[config.mk]
export PLATFORM = sky130hd
export DESIGN_NAME = fraction_add_reduce_top
export DESIGN_NICKNAME = d
export VERILOG_FILES = /design/src/hw/rtl/far_pkg.sv /design/src/hw/rtl/far_front.sv /design/src/hw/rtl/far_back.sv /design/src/hw/rtl/fraction_add_reduce_top.sv
export SDC_FILE = /design/constraint.sdc
export NUM_CORES = 2
export LEC_CHECK = 0
export BUFFER_PORTS_ARGS = -buffer_cell sky130_fd_sc_hd__buf_2
export CORE_MARGIN = 3
export CORE_UTILIZATION = 45
export CTS_CLUSTER_DIAMETER = 150
export DETAILED_ROUTE_END_ITERATION = 10
export PLACE_DENSITY = 0.67
export SLEW_MARGIN = 20
export SYNTH_ARGS = -nofsm -noshare
export SYNTH_HDL_FRONTEND = slang
export SYNTH_SLANG_ARGS = --single-unit
export TNS_END_PERCENT = 50
[constraint.sdc]
create_clock -name clk -period 15.35 [get_ports clk]
set_input_delay 3.07 -clock clk [delete_from_list [all_inputs] [get_ports clk]]
set_output_delay 3.07 -clock clk [all_outputs]
set_load 0.005 [all_outputs]
[src/hw/rtl/far_pkg.sv]
// Package for the fraction add and reduce block.
// Holds widths and the word types shared by the front end, back end and top level.
package far_pkg;
  localparam int unsigned OperandWidth = 16;
  localparam int unsigned NumBits = 33;
  localparam int unsigned DenBits = 31;

  typedef struct packed {
    logic signed [OperandWidth-1:0] a_num;
    logic signed [OperandWidth-1:0] a_den;
    logic signed [OperandWidth-1:0] b_num;
    logic signed [OperandWidth-1:0] b_den;
  } in_word_t;

  typedef struct packed {
    logic signed [NumBits-1:0] sum_num;
    logic [DenBits-1:0] sum_den;
    logic zero_den_error;
  } out_word_t;
endpackage

[src/hw/rtl/far_front.sv]
// Front end: accepts input words, forms the exact cross products and sum.
// Depends on far_pkg. Produces sign and magnitude of numerator and denominator.
module far_front #(
  parameter int unsigned OPERAND_WIDTH = far_pkg::OperandWidth
) (
  input  logic clk,
  input  logic rst_n,
  input  logic in_valid,
  output logic in_ready,
  input  logic signed [OPERAND_WIDTH-1:0] a_num,
  input  logic signed [OPERAND_WIDTH-1:0] a_den,
  input  logic signed [OPERAND_WIDTH-1:0] b_num,
  input  logic signed [OPERAND_WIDTH-1:0] b_den,
  output logic q_valid,
  input  logic q_ready,
  output logic [2*OPERAND_WIDTH:0] q_nmag,
  output logic [2*OPERAND_WIDTH:0] q_dmag,
  output logic q_neg,
  output logic q_err
);
  localparam int unsigned W = OPERAND_WIDTH;
  localparam int unsigned PW = 2 * W;

  logic st1_r;
  logic [W-1:0] an_r, ad_r, bn_r, bd_r;
  logic sn1_r, sn2_r, sd_r, err_r;
  logic [PW-1:0] p1_r, p2_r, pd_r;
  logic st2_r;
  logic adv2;

  function automatic logic [W-1:0] mag_of(input logic [W-1:0] v);
    return v[W-1] ? (~v + 1'b1) : v;
  endfunction

  assign adv2 = st2_r && (!q_valid || q_ready);
  assign in_ready = !st1_r && !st2_r && !q_valid;

  always_ff @(posedge clk) begin
    if (!rst_n) begin
      st1_r <= 1'b0;
      st2_r <= 1'b0;
      q_valid <= 1'b0;
    end else begin
      if (in_valid && in_ready) begin
        st1_r <= 1'b1;
        an_r <= mag_of(a_num);
        ad_r <= mag_of(a_den);
        bn_r <= mag_of(b_num);
        bd_r <= mag_of(b_den);
        sn1_r <= a_num[W-1] ^ b_den[W-1];
        sn2_r <= b_num[W-1] ^ a_den[W-1];
        sd_r <= a_den[W-1] ^ b_den[W-1];
        err_r <= (a_den == '0) || (b_den == '0);
      end else if (st1_r) begin
        st1_r <= 1'b0;
        st2_r <= 1'b1;
        p1_r <= PW'(an_r) * PW'(bd_r);
        p2_r <= PW'(bn_r) * PW'(ad_r);
        pd_r <= PW'(ad_r) * PW'(bd_r);
      end
      if (adv2) begin
        st2_r <= 1'b0;
        q_valid <= 1'b1;
        q_err <= err_r;
        q_dmag <= {1'b0, pd_r};
        if (sn1_r == sn2_r) begin
          q_nmag <= {1'b0, p1_r} + {1'b0, p2_r};
          q_neg <= sn1_r ^ sd_r;
        end else if (p1_r >= p2_r) begin
          q_nmag <= {1'b0, p1_r - p2_r};
          q_neg <= sn1_r ^ sd_r;
        end else begin
          q_nmag <= {1'b0, p2_r - p1_r};
          q_neg <= sn2_r ^ sd_r;
        end
      end else if (q_valid && q_ready) begin
        q_valid <= 1'b0;
      end
    end
  end
endmodule

[src/hw/rtl/far_back.sv]
// Back end: binary gcd, then two restoring divisions by the gcd.
// Depends on far_pkg for the result word type.
module far_back #(
  parameter int unsigned OPERAND_WIDTH = far_pkg::OperandWidth
) (
  input  logic clk,
  input  logic rst_n,
  input  logic q_valid,
  output logic q_ready,
  input  logic [2*OPERAND_WIDTH:0] q_nmag,
  input  logic [2*OPERAND_WIDTH:0] q_dmag,
  input  logic q_neg,
  input  logic q_err,
  output logic out_valid,
  input  logic out_ready,
  output far_pkg::out_word_t out_word
);
  import far_pkg::*;
  localparam int unsigned MW = 2 * OPERAND_WIDTH + 1;
  localparam int unsigned CW = $clog2(MW + 1);

  typedef enum logic [2:0] {S_IDLE, S_GCD, S_SHIFT, S_DIVN, S_DIVD, S_OUT} state_t;
  state_t state_r;
  logic [MW-1:0] x_r, y_r, g_r, n_r, d_r, q_r, rem_r;
  logic [CW-1:0] k_r, cnt_r;
  logic neg_r, err_r;
  logic [MW:0] trial;
  logic [MW-1:0] src;

  assign q_ready = (state_r == S_IDLE);
  assign src = (state_r == S_DIVN) ? n_r : d_r;
  assign trial = {rem_r, src[cnt_r[CW-1:0] - 1'b1]} - {1'b0, g_r};

  always_ff @(posedge clk) begin
    if (!rst_n) begin
      state_r <= S_IDLE;
      out_valid <= 1'b0;
    end else begin
      unique case (state_r)
        S_IDLE: begin
          if (q_valid) begin
            n_r <= q_nmag;
            d_r <= q_dmag;
            neg_r <= q_neg;
            err_r <= q_err;
            x_r <= q_nmag;
            y_r <= q_dmag;
            k_r <= '0;
            state_r <= q_err ? S_OUT : S_GCD;
            q_r <= '0;
          end
        end
        S_GCD: begin
          if (x_r == '0) begin
            g_r <= y_r;
            state_r <= S_SHIFT;
          end else if (!x_r[0] && !y_r[0]) begin
            x_r <= x_r >> 1;
            y_r <= y_r >> 1;
            k_r <= k_r + 1'b1;
          end else if (!x_r[0]) begin
            x_r <= x_r >> 1;
          end else if (!y_r[0]) begin
            y_r <= y_r >> 1;
          end else if (x_r >= y_r) begin
            x_r <= (x_r - y_r) >> 1;
          end else begin
            y_r <= (y_r - x_r) >> 1;
          end
        end
        S_SHIFT: begin
          if (k_r != '0) begin
            g_r <= g_r << 1;
            k_r <= k_r - 1'b1;
          end else begin
            cnt_r <= CW'(MW);
            rem_r <= '0;
            state_r <= S_DIVN;
          end
        end
        S_DIVN, S_DIVD: begin
          if (!trial[MW]) begin
            rem_r <= trial[MW-1:0];
            q_r <= {q_r[MW-2:0], 1'b1};
          end else begin
            rem_r <= {rem_r[MW-2:0], src[cnt_r - 1'b1]};
            q_r <= {q_r[MW-2:0], 1'b0};
          end
          cnt_r <= cnt_r - 1'b1;
          if (cnt_r == CW'(1)) begin
            if (state_r == S_DIVN) begin
              n_r <= !trial[MW] ? {q_r[MW-2:0], 1'b1} : {q_r[MW-2:0], 1'b0};
              cnt_r <= CW'(MW);
              rem_r <= '0;
              q_r <= '0;
              state_r <= S_DIVD;
            end else begin
              d_r <= !trial[MW] ? {q_r[MW-2:0], 1'b1} : {q_r[MW-2:0], 1'b0};
              state_r <= S_OUT;
            end
          end
        end
        S_OUT: begin
          if (!out_valid || out_ready) begin
            out_valid <= 1'b1;
            out_word.zero_den_error <= err_r;
            if (err_r) begin
              out_word.sum_num <= '0;
              out_word.sum_den <= '0;
            end else begin
              out_word.sum_num <= (neg_r && n_r != '0) ?
                  NumBits'(~({{NumBits{1'b0}}, n_r}) + 1'b1) :
                  NumBits'({{NumBits{1'b0}}, n_r});
              out_word.sum_den <= DenBits'({{DenBits{1'b0}}, d_r});
            end
            state_r <= S_IDLE;
          end
        end
        default: state_r <= S_IDLE;
      endcase
      if (out_valid && out_ready && !(state_r == S_OUT)) out_valid <= 1'b0;
    end
  end

  assert property (@(posedge clk) disable iff (!rst_n)
      (state_r == S_SHIFT && k_r == '0) |-> g_r != '0)
    else $error("gcd is zero");
  assert property (@(posedge clk) disable iff (!rst_n)
      (state_r == S_IDLE && q_valid) |=> state_r != S_IDLE)
    else $error("queued word dropped");
  assert property (@(posedge clk) disable iff (!rst_n)
      (out_valid && !out_ready) |=> out_valid)
    else $error("result lost");
endmodule

[src/hw/rtl/fraction_add_reduce_top.sv]
// Top level of the fraction add and reduce block.
// Input word a_num/a_den + b_num/b_den on in_*, reduced sum on out_*.
// Depends on far_pkg, far_front and far_back.
// The front end takes one word, registers the operand magnitudes, forms the
// exact products and places the numerator sum and denominator product in a
// one-entry queue register. The back end runs a binary gcd, shifts the gcd
// back up, and then performs two restoring divisions on the shared divider.
// The back end accepts a new queued word as soon as its result is loaded
// into the output register, so the front end may work on the next word.
// A zero denominator skips the gcd and returns zero fields with the flag.
// Reset (synchronous, rst_n low) empties the queue and all stages.
// When the receiver stalls, the result holds on out_word with out_valid high.
// The back end finishes the next word and waits in its output state, the
// queue fills behind it, and in_ready stays low.
module fraction_add_reduce_top (
  input  logic clk,
  input  logic rst_n,
  input  logic in_valid,
  output logic in_ready,
  input  far_pkg::in_word_t in_word,
  output logic out_valid,
  input  logic out_ready,
  output far_pkg::out_word_t out_word
);
  import far_pkg::*;
  localparam int unsigned OPERAND_WIDTH = OperandWidth;
  logic q_valid, q_ready, q_neg, q_err;
  logic [2*OPERAND_WIDTH:0] q_nmag, q_dmag;

  far_front #(.OPERAND_WIDTH(OPERAND_WIDTH)) u_front (
    .clk, .rst_n, .in_valid, .in_ready,
    .a_num(in_word.a_num), .a_den(in_word.a_den),
    .b_num(in_word.b_num), .b_den(in_word.b_den),
    .q_valid, .q_ready, .q_nmag, .q_dmag, .q_neg, .q_err
  );

  far_back #(.OPERAND_WIDTH(OPERAND_WIDTH)) u_back (
    .clk, .rst_n, .q_valid, .q_ready, .q_nmag, .q_dmag, .q_neg, .q_err,
    .out_valid, .out_ready, .out_word
  );
endmodule

# == Word-level counts from Yosys, hierarchy flattened ==
# Cells that the tools add are included.
# word_totals
regBits,547
input_bits,68
output_inout_bits,67
elab_cells,210
# op_classes
add_sub_neg,14
n_mul,3
magnitude_cmp,3
eq_ne,21
n_mux,65
n_bitwise,12
n_reduce_logical,52
# op_table
op,n
$mux 33,25
$pmux 33 s2,6
$mux 32,4
$mul 16x16->32,3
$sub 33x33->33,2
$add 16x1->16 const B,4
$not 16->16,4
$pmux 32 s2,1
$sub 32x32->32,2
$mux 15,4
$mux 6,7
$sub 34x33->34,1
$add 32x32->33,1
$add 33x1->33 const B,1
$ge 33x33->1,1
$logic_not 33->1,1
$not 33->33,1
$reduce_bool 33->1,1
$ge 32x32->1,1
$logic_not 16->1,2
$reduce_and 5->1,4
$mux 3,6
$pmux 6 s3,1
$reduce_and 6->1,3
29 further kinds,84

# == Logic depth before layout (Yosys ltp) ==
# depth
ltp_word,9
ltp_mapped,26

# == Hierarchy ==
# Synthesis repeated with hierarchy kept, for this count alone.
# hier_totals
cells_unflattened,6236
hier_area_um2,58828.9
# by_module_without_submodules
module,instances,cells_each,area_each_um2,seq_area_each_um2
far_front,1,4056,38329.3,6996.7
far_back,1,2180,20499.7,9359.0

# == Worst setup path after synthesis ==
# No wires, ideal clock.
# synth_path
kind,input to register
from,input port rst_n
to,register u_front.q_dmag[0] (enable)
t_arrival_ns,6.162
required_time_ns,14.858
slack_ns,8.696
path_stages,3
path_buffers,1
cell_sequence,clkbuf_1 > nand2_1 > nor2_1
# synth_between
elab_chain_len,1
# synth_lines
element,line_no,rtl
start: declaration,fraction_add_reduce_top.sv:17,"input logic rst_n,"
$reduce_and 2->1 (no line),n/a,
end signal: assignment,far_front.sv:65,"q_dmag <= {1'b0, pd_r};"
end: declaration,far_front.sv:17,"output logic [2*OPERAND_WIDTH:0] q_dmag,"
# Every way passes these cells.
# A chain may end at the register's enable or synchronous reset.

# == Final worst setup path ==
# layout_path
from,register u_front.ad_r[5]
to,"register u_front.pd_r[31], data pin"
# layout_between
elab_chain_len,1
# layout_lines
element,line_no,rtl
start: declaration,far_front.sv:25,"logic [W-1:0] an_r, ad_r, bn_r, bd_r;"
start signal: assignment,far_front.sv:47,ad_r <= mag_of(a_den);
$mul 16x16->32,far_front.sv:59,pd_r <= PW'(ad_r) * PW'(bd_r);
end signal: assignment,far_front.sv:59,
end: declaration,far_front.sv:27,"logic [PW-1:0] p1_r, p2_r, pd_r;"
# Every way passes these cells.

==> impl_results.md <==
- Starting DRC count in detailed routing: 3,677
- Antenna diode count: 0
- Yosys reg bits: 546
- Post-synth EDFFs: 539
- Hold Buf Count CTS: 0
- Reg2reg start: u_front.ad_r[5]$_DFFE_PP_
- Wire length per cell: 20.7 µm
- Hold EP: u_front.q_dmag[24]$_DFFE_PP_
- R2R cell count: 22
- Worst Skew: 0.0253 ns
- Grt ovf: 0
- Final WS setup: 7.68 ns
- Post-Syn Area per Cell: 9.53 µm²
- Status: finished, final reports clean
- Leak: 28.2 nW
- Slew Limit Fails: 0
- Die Y: 366 µm
- Final antenna-violating net count: 0
- Clk Latency, worst-skew pair: 0.65 ns
- Worst-path clk slew: 0.06 ns
- Prevailing post-synth register cell: edfxtp_1
- CP Launch Type: flip-flop
- H-Tree Depth: 3
- Period utilization: 50.0%
- Register area share after synthesis: 28.1%
- Routed vias: 43,500
- Worst slew pin tran: 1.12 ns
- HPWL after detailed placement: 127,000 µm
- Num rows: 131
- Crit path launch: u_front.ad_r[5]$_DFFE_PP_
- Pwr/cell area: 188 nW/µm²
- Cell Area, Synth: 58,200 µm²
- GPL Wtd Cong: 0.978
- Core area: 128,000 µm²
- Layout cell share with drive strength beyond 1: 6.01%
- Largest buffer count on any clock path: 3
- Reg2Reg Setup Slack: 7.68 ns
- Max VDD drop: 0.225 mV
- Most common cell after layout, fill and taps aside: inv_1
- Area Overhead vs Synth: 7.32%
- Starting density of the core: 45.4%
- Ys Warns: 0
- Setup Crit Path Kind: reg -> reg
- Slew headroom: 24.5%
- RSZ-0062 raised after global routing: no
- TNS Setup: 0 ns
- Area of the multi-input gates: 37,100 µm²
- Setup bufs post-CTS: 0
- PortBufs: 134
- Synth unique cells: 86
- Mapped Cells: 6,101
- FF-to-FF End: u_front.pd_r[31]$_DFFE_PP_
- Antenna violations before repair: 3
- CP max FO: 17
- Die Width: 366 µm
- Fillers: 11,800
- Vias in the first global route: 44,100
- Tmin final: 7.67 ns
- WP data arrival: 8.07 ns
- Hold depth: 0
- Global-route wire length before repair: 254,000 µm
- Post-route DRC: 0
- Routed WL: 163,000 µm
- Fin. Hold Viols: 0
- Max_cap viols: 0
- DR vias/cell: 5.52
- Drt pass-1 iters: 8
- Final instance area: 62,400 µm²
- Die area: 134,000 µm²
- Clk root buf: clkbuf_16
- Asr flop ratio synth: 0%
- Post-Syn Nets: 7,276
- CTS tree: yes
- Inserted Clock Buffers: 66
- F_max: 130 MHz
- I/O pins: 135
- Clock sink count: 546
- GRT Total Usage: 24.5%
- Register area: 16,300 µm²
- Hold_ws: 0.408 ns
- CTS resizes: 0
- Finished Layout Cells: 7,868
- Final setup viols: 0
- HP Class: reg -> reg
- Most frequent cells in the layout: inv_1, nand2_1, fa_1, edfxtp_1, ha_1
- Pin count of the biggest net entering global routing: 72
- Worst path required time: 15.74 ns
- Pre-CTS setup slack: 7.75 ns
- Area after DPL: 60,300 µm²
- Worst Setup End Kind: flip-flop
- Placed insts: 7,748
- Hold_sp: u_front.pd_r[24]$_DFFE_PP_
- Final nets: 7,263
[worst max-delay path, cell delays in order (launching register included)]
cell	delay (ns)
edfxtp_1	0.78
buf_4	0.35
nand2_1	0.12
fa_1	0.52
inv_1	0.05
fa_1	0.53
ha_1	0.14
inv_1	0.05
fa_1	0.47
fa_1	0.55
inv_1	0.05
fa_1	0.43
ha_1	0.32
o21a_1	0.15
a2111oi_0	0.80
nor3b_1	0.14
a211oi_1	0.49
o21ai_0	0.22
a221oi_1	0.57
o2111ai_1	0.24
a21o_1	0.19
a21oi_1	0.16
xnor2_1	0.08
[how the worst max path moves through the flow]
stage | end | slack, ns | cells past startpoint
floorplan | u_front.q_dmag[0]$_DFFE_PP_ | 8.70 | 3
global placement | u_front.pd_r[31]$_DFFE_PP_ | 7.84 | 22
detailed placement | u_front.pd_r[31]$_DFFE_PP_ | 7.75 | 22
CTS | u_front.pd_r[31]$_DFFE_PP_ | 7.75 | 22
global route | u_front.pd_r[31]$_DFFE_PP_ | 7.22 | 22
finish | u_front.pd_r[31]$_DFFE_PP_ | 7.68 | 22
[cell type report]
type | instances | area share (%)
multi-input cells | 4322 | 59.4
flip-flops and latches | 546 | 26.2
inverters | 958 | 5.76
well taps | 1729 | 3.47
clock buffers | 80 | 2.73
repair buffers | 194 | 1.83
clock inverters | 39 | 0.659
[state kept, by name (all words and copies together), names as in the netlist, 3 cells and up]
name,cells
u_front.ad_r,16
u_front.q_dmag,32
u_back.d_r,33
u_back.x_r,33
u_front.bn_r,16
u_back.k_r,6
u_back.cnt_r,6
u_front.p1_r,32
u_front.p2_r,32
u_front.an_r,16
u_back.state_r,3
u_front.bd_r,16
u_front.q_nmag,33
u_front.pd_r,32
u_back.g_r,33
u_back.y_r,32
u_back.n_r,33
u_back.out_word,65
u_back.q_r,32
u_back.rem_r,33
[Yosys cell counts (all sizes together) (20+ instances only)]
master / number / area, µm²
inv: 958 / 3600
nand2: 759 / 2850
fa: 589 / 11800
edfxtp: 539 / 16200
ha: 518 / 6480
and2: 389 / 2430
nor2: 323 / 1210
a21oi: 308 / 1540
clkbuf: 249 / 1080
o21ai: 237 / 1190
xnor2: 221 / 1940
a21o: 102 / 767
nor2b: 95 / 594
nor3: 83 / 415
xor2: 65 / 569
o21bai: 58 / 435
a221oi: 48 / 427
mux2i: 46 / 460
nand3: 43 / 215
o31ai: 41 / 313
nand2b: 38 / 238
a31oi: 33 / 221
o21a: 30 / 225
nand4: 28 / 175
buf: 25 / 170
and3: 24 / 154
mux4: 21 / 473
a211oi: 20 / 155
nor4: 20 / 125
[kinds of logic (layout without fill, tap and decap cells)]
kind of cell,count (synthesis),after routing,synth area share [%]
AO/OA/AOI/OAI,1009,1009,11.1
XOR/XNOR,286,286,4.31
adder cells (fa/ha/maj),1107,1107,31.4
buffers and inverters,1233,1271,8.40
flip-flops,546,546,28.1
multiplexers,67,67,1.60
AND/OR/NAND/NOR,1853,1853,15.1
[through the flow]
stage,power [W],utilization (%)
2_1_floorplan,0.00780,-
3_3_place_gp,0.00998,47.1
3_5_place_dp,0.0101,47.1
4_1_cts,0.0117,48.7
5_1_grt,0.0127,48.8
6_report,0.0117,48.8
[report_power, final]
group	switching (W)	total, W	internal [W]
registers	0.000156	0.00228	0.00213
logic	0.00479	0.00788	0.00309
clock network	0.000678	0.00155	0.000875
total	0.00562	0.0117	0.00610
[per-layer routing]
metal | up-vias | global-route usage (%) | part of all wire, %
li1 | 20000 | - | -
met1 | 21500 | 32.5 | 41
met2 | 1645 | 39.7 | 46
met3 | 322 | 4.34 | 7.4
met4 | 4 | 10.2 | 4.8
met5 | - | 0 | 0.017
Power figures use the tool's default switching activity.
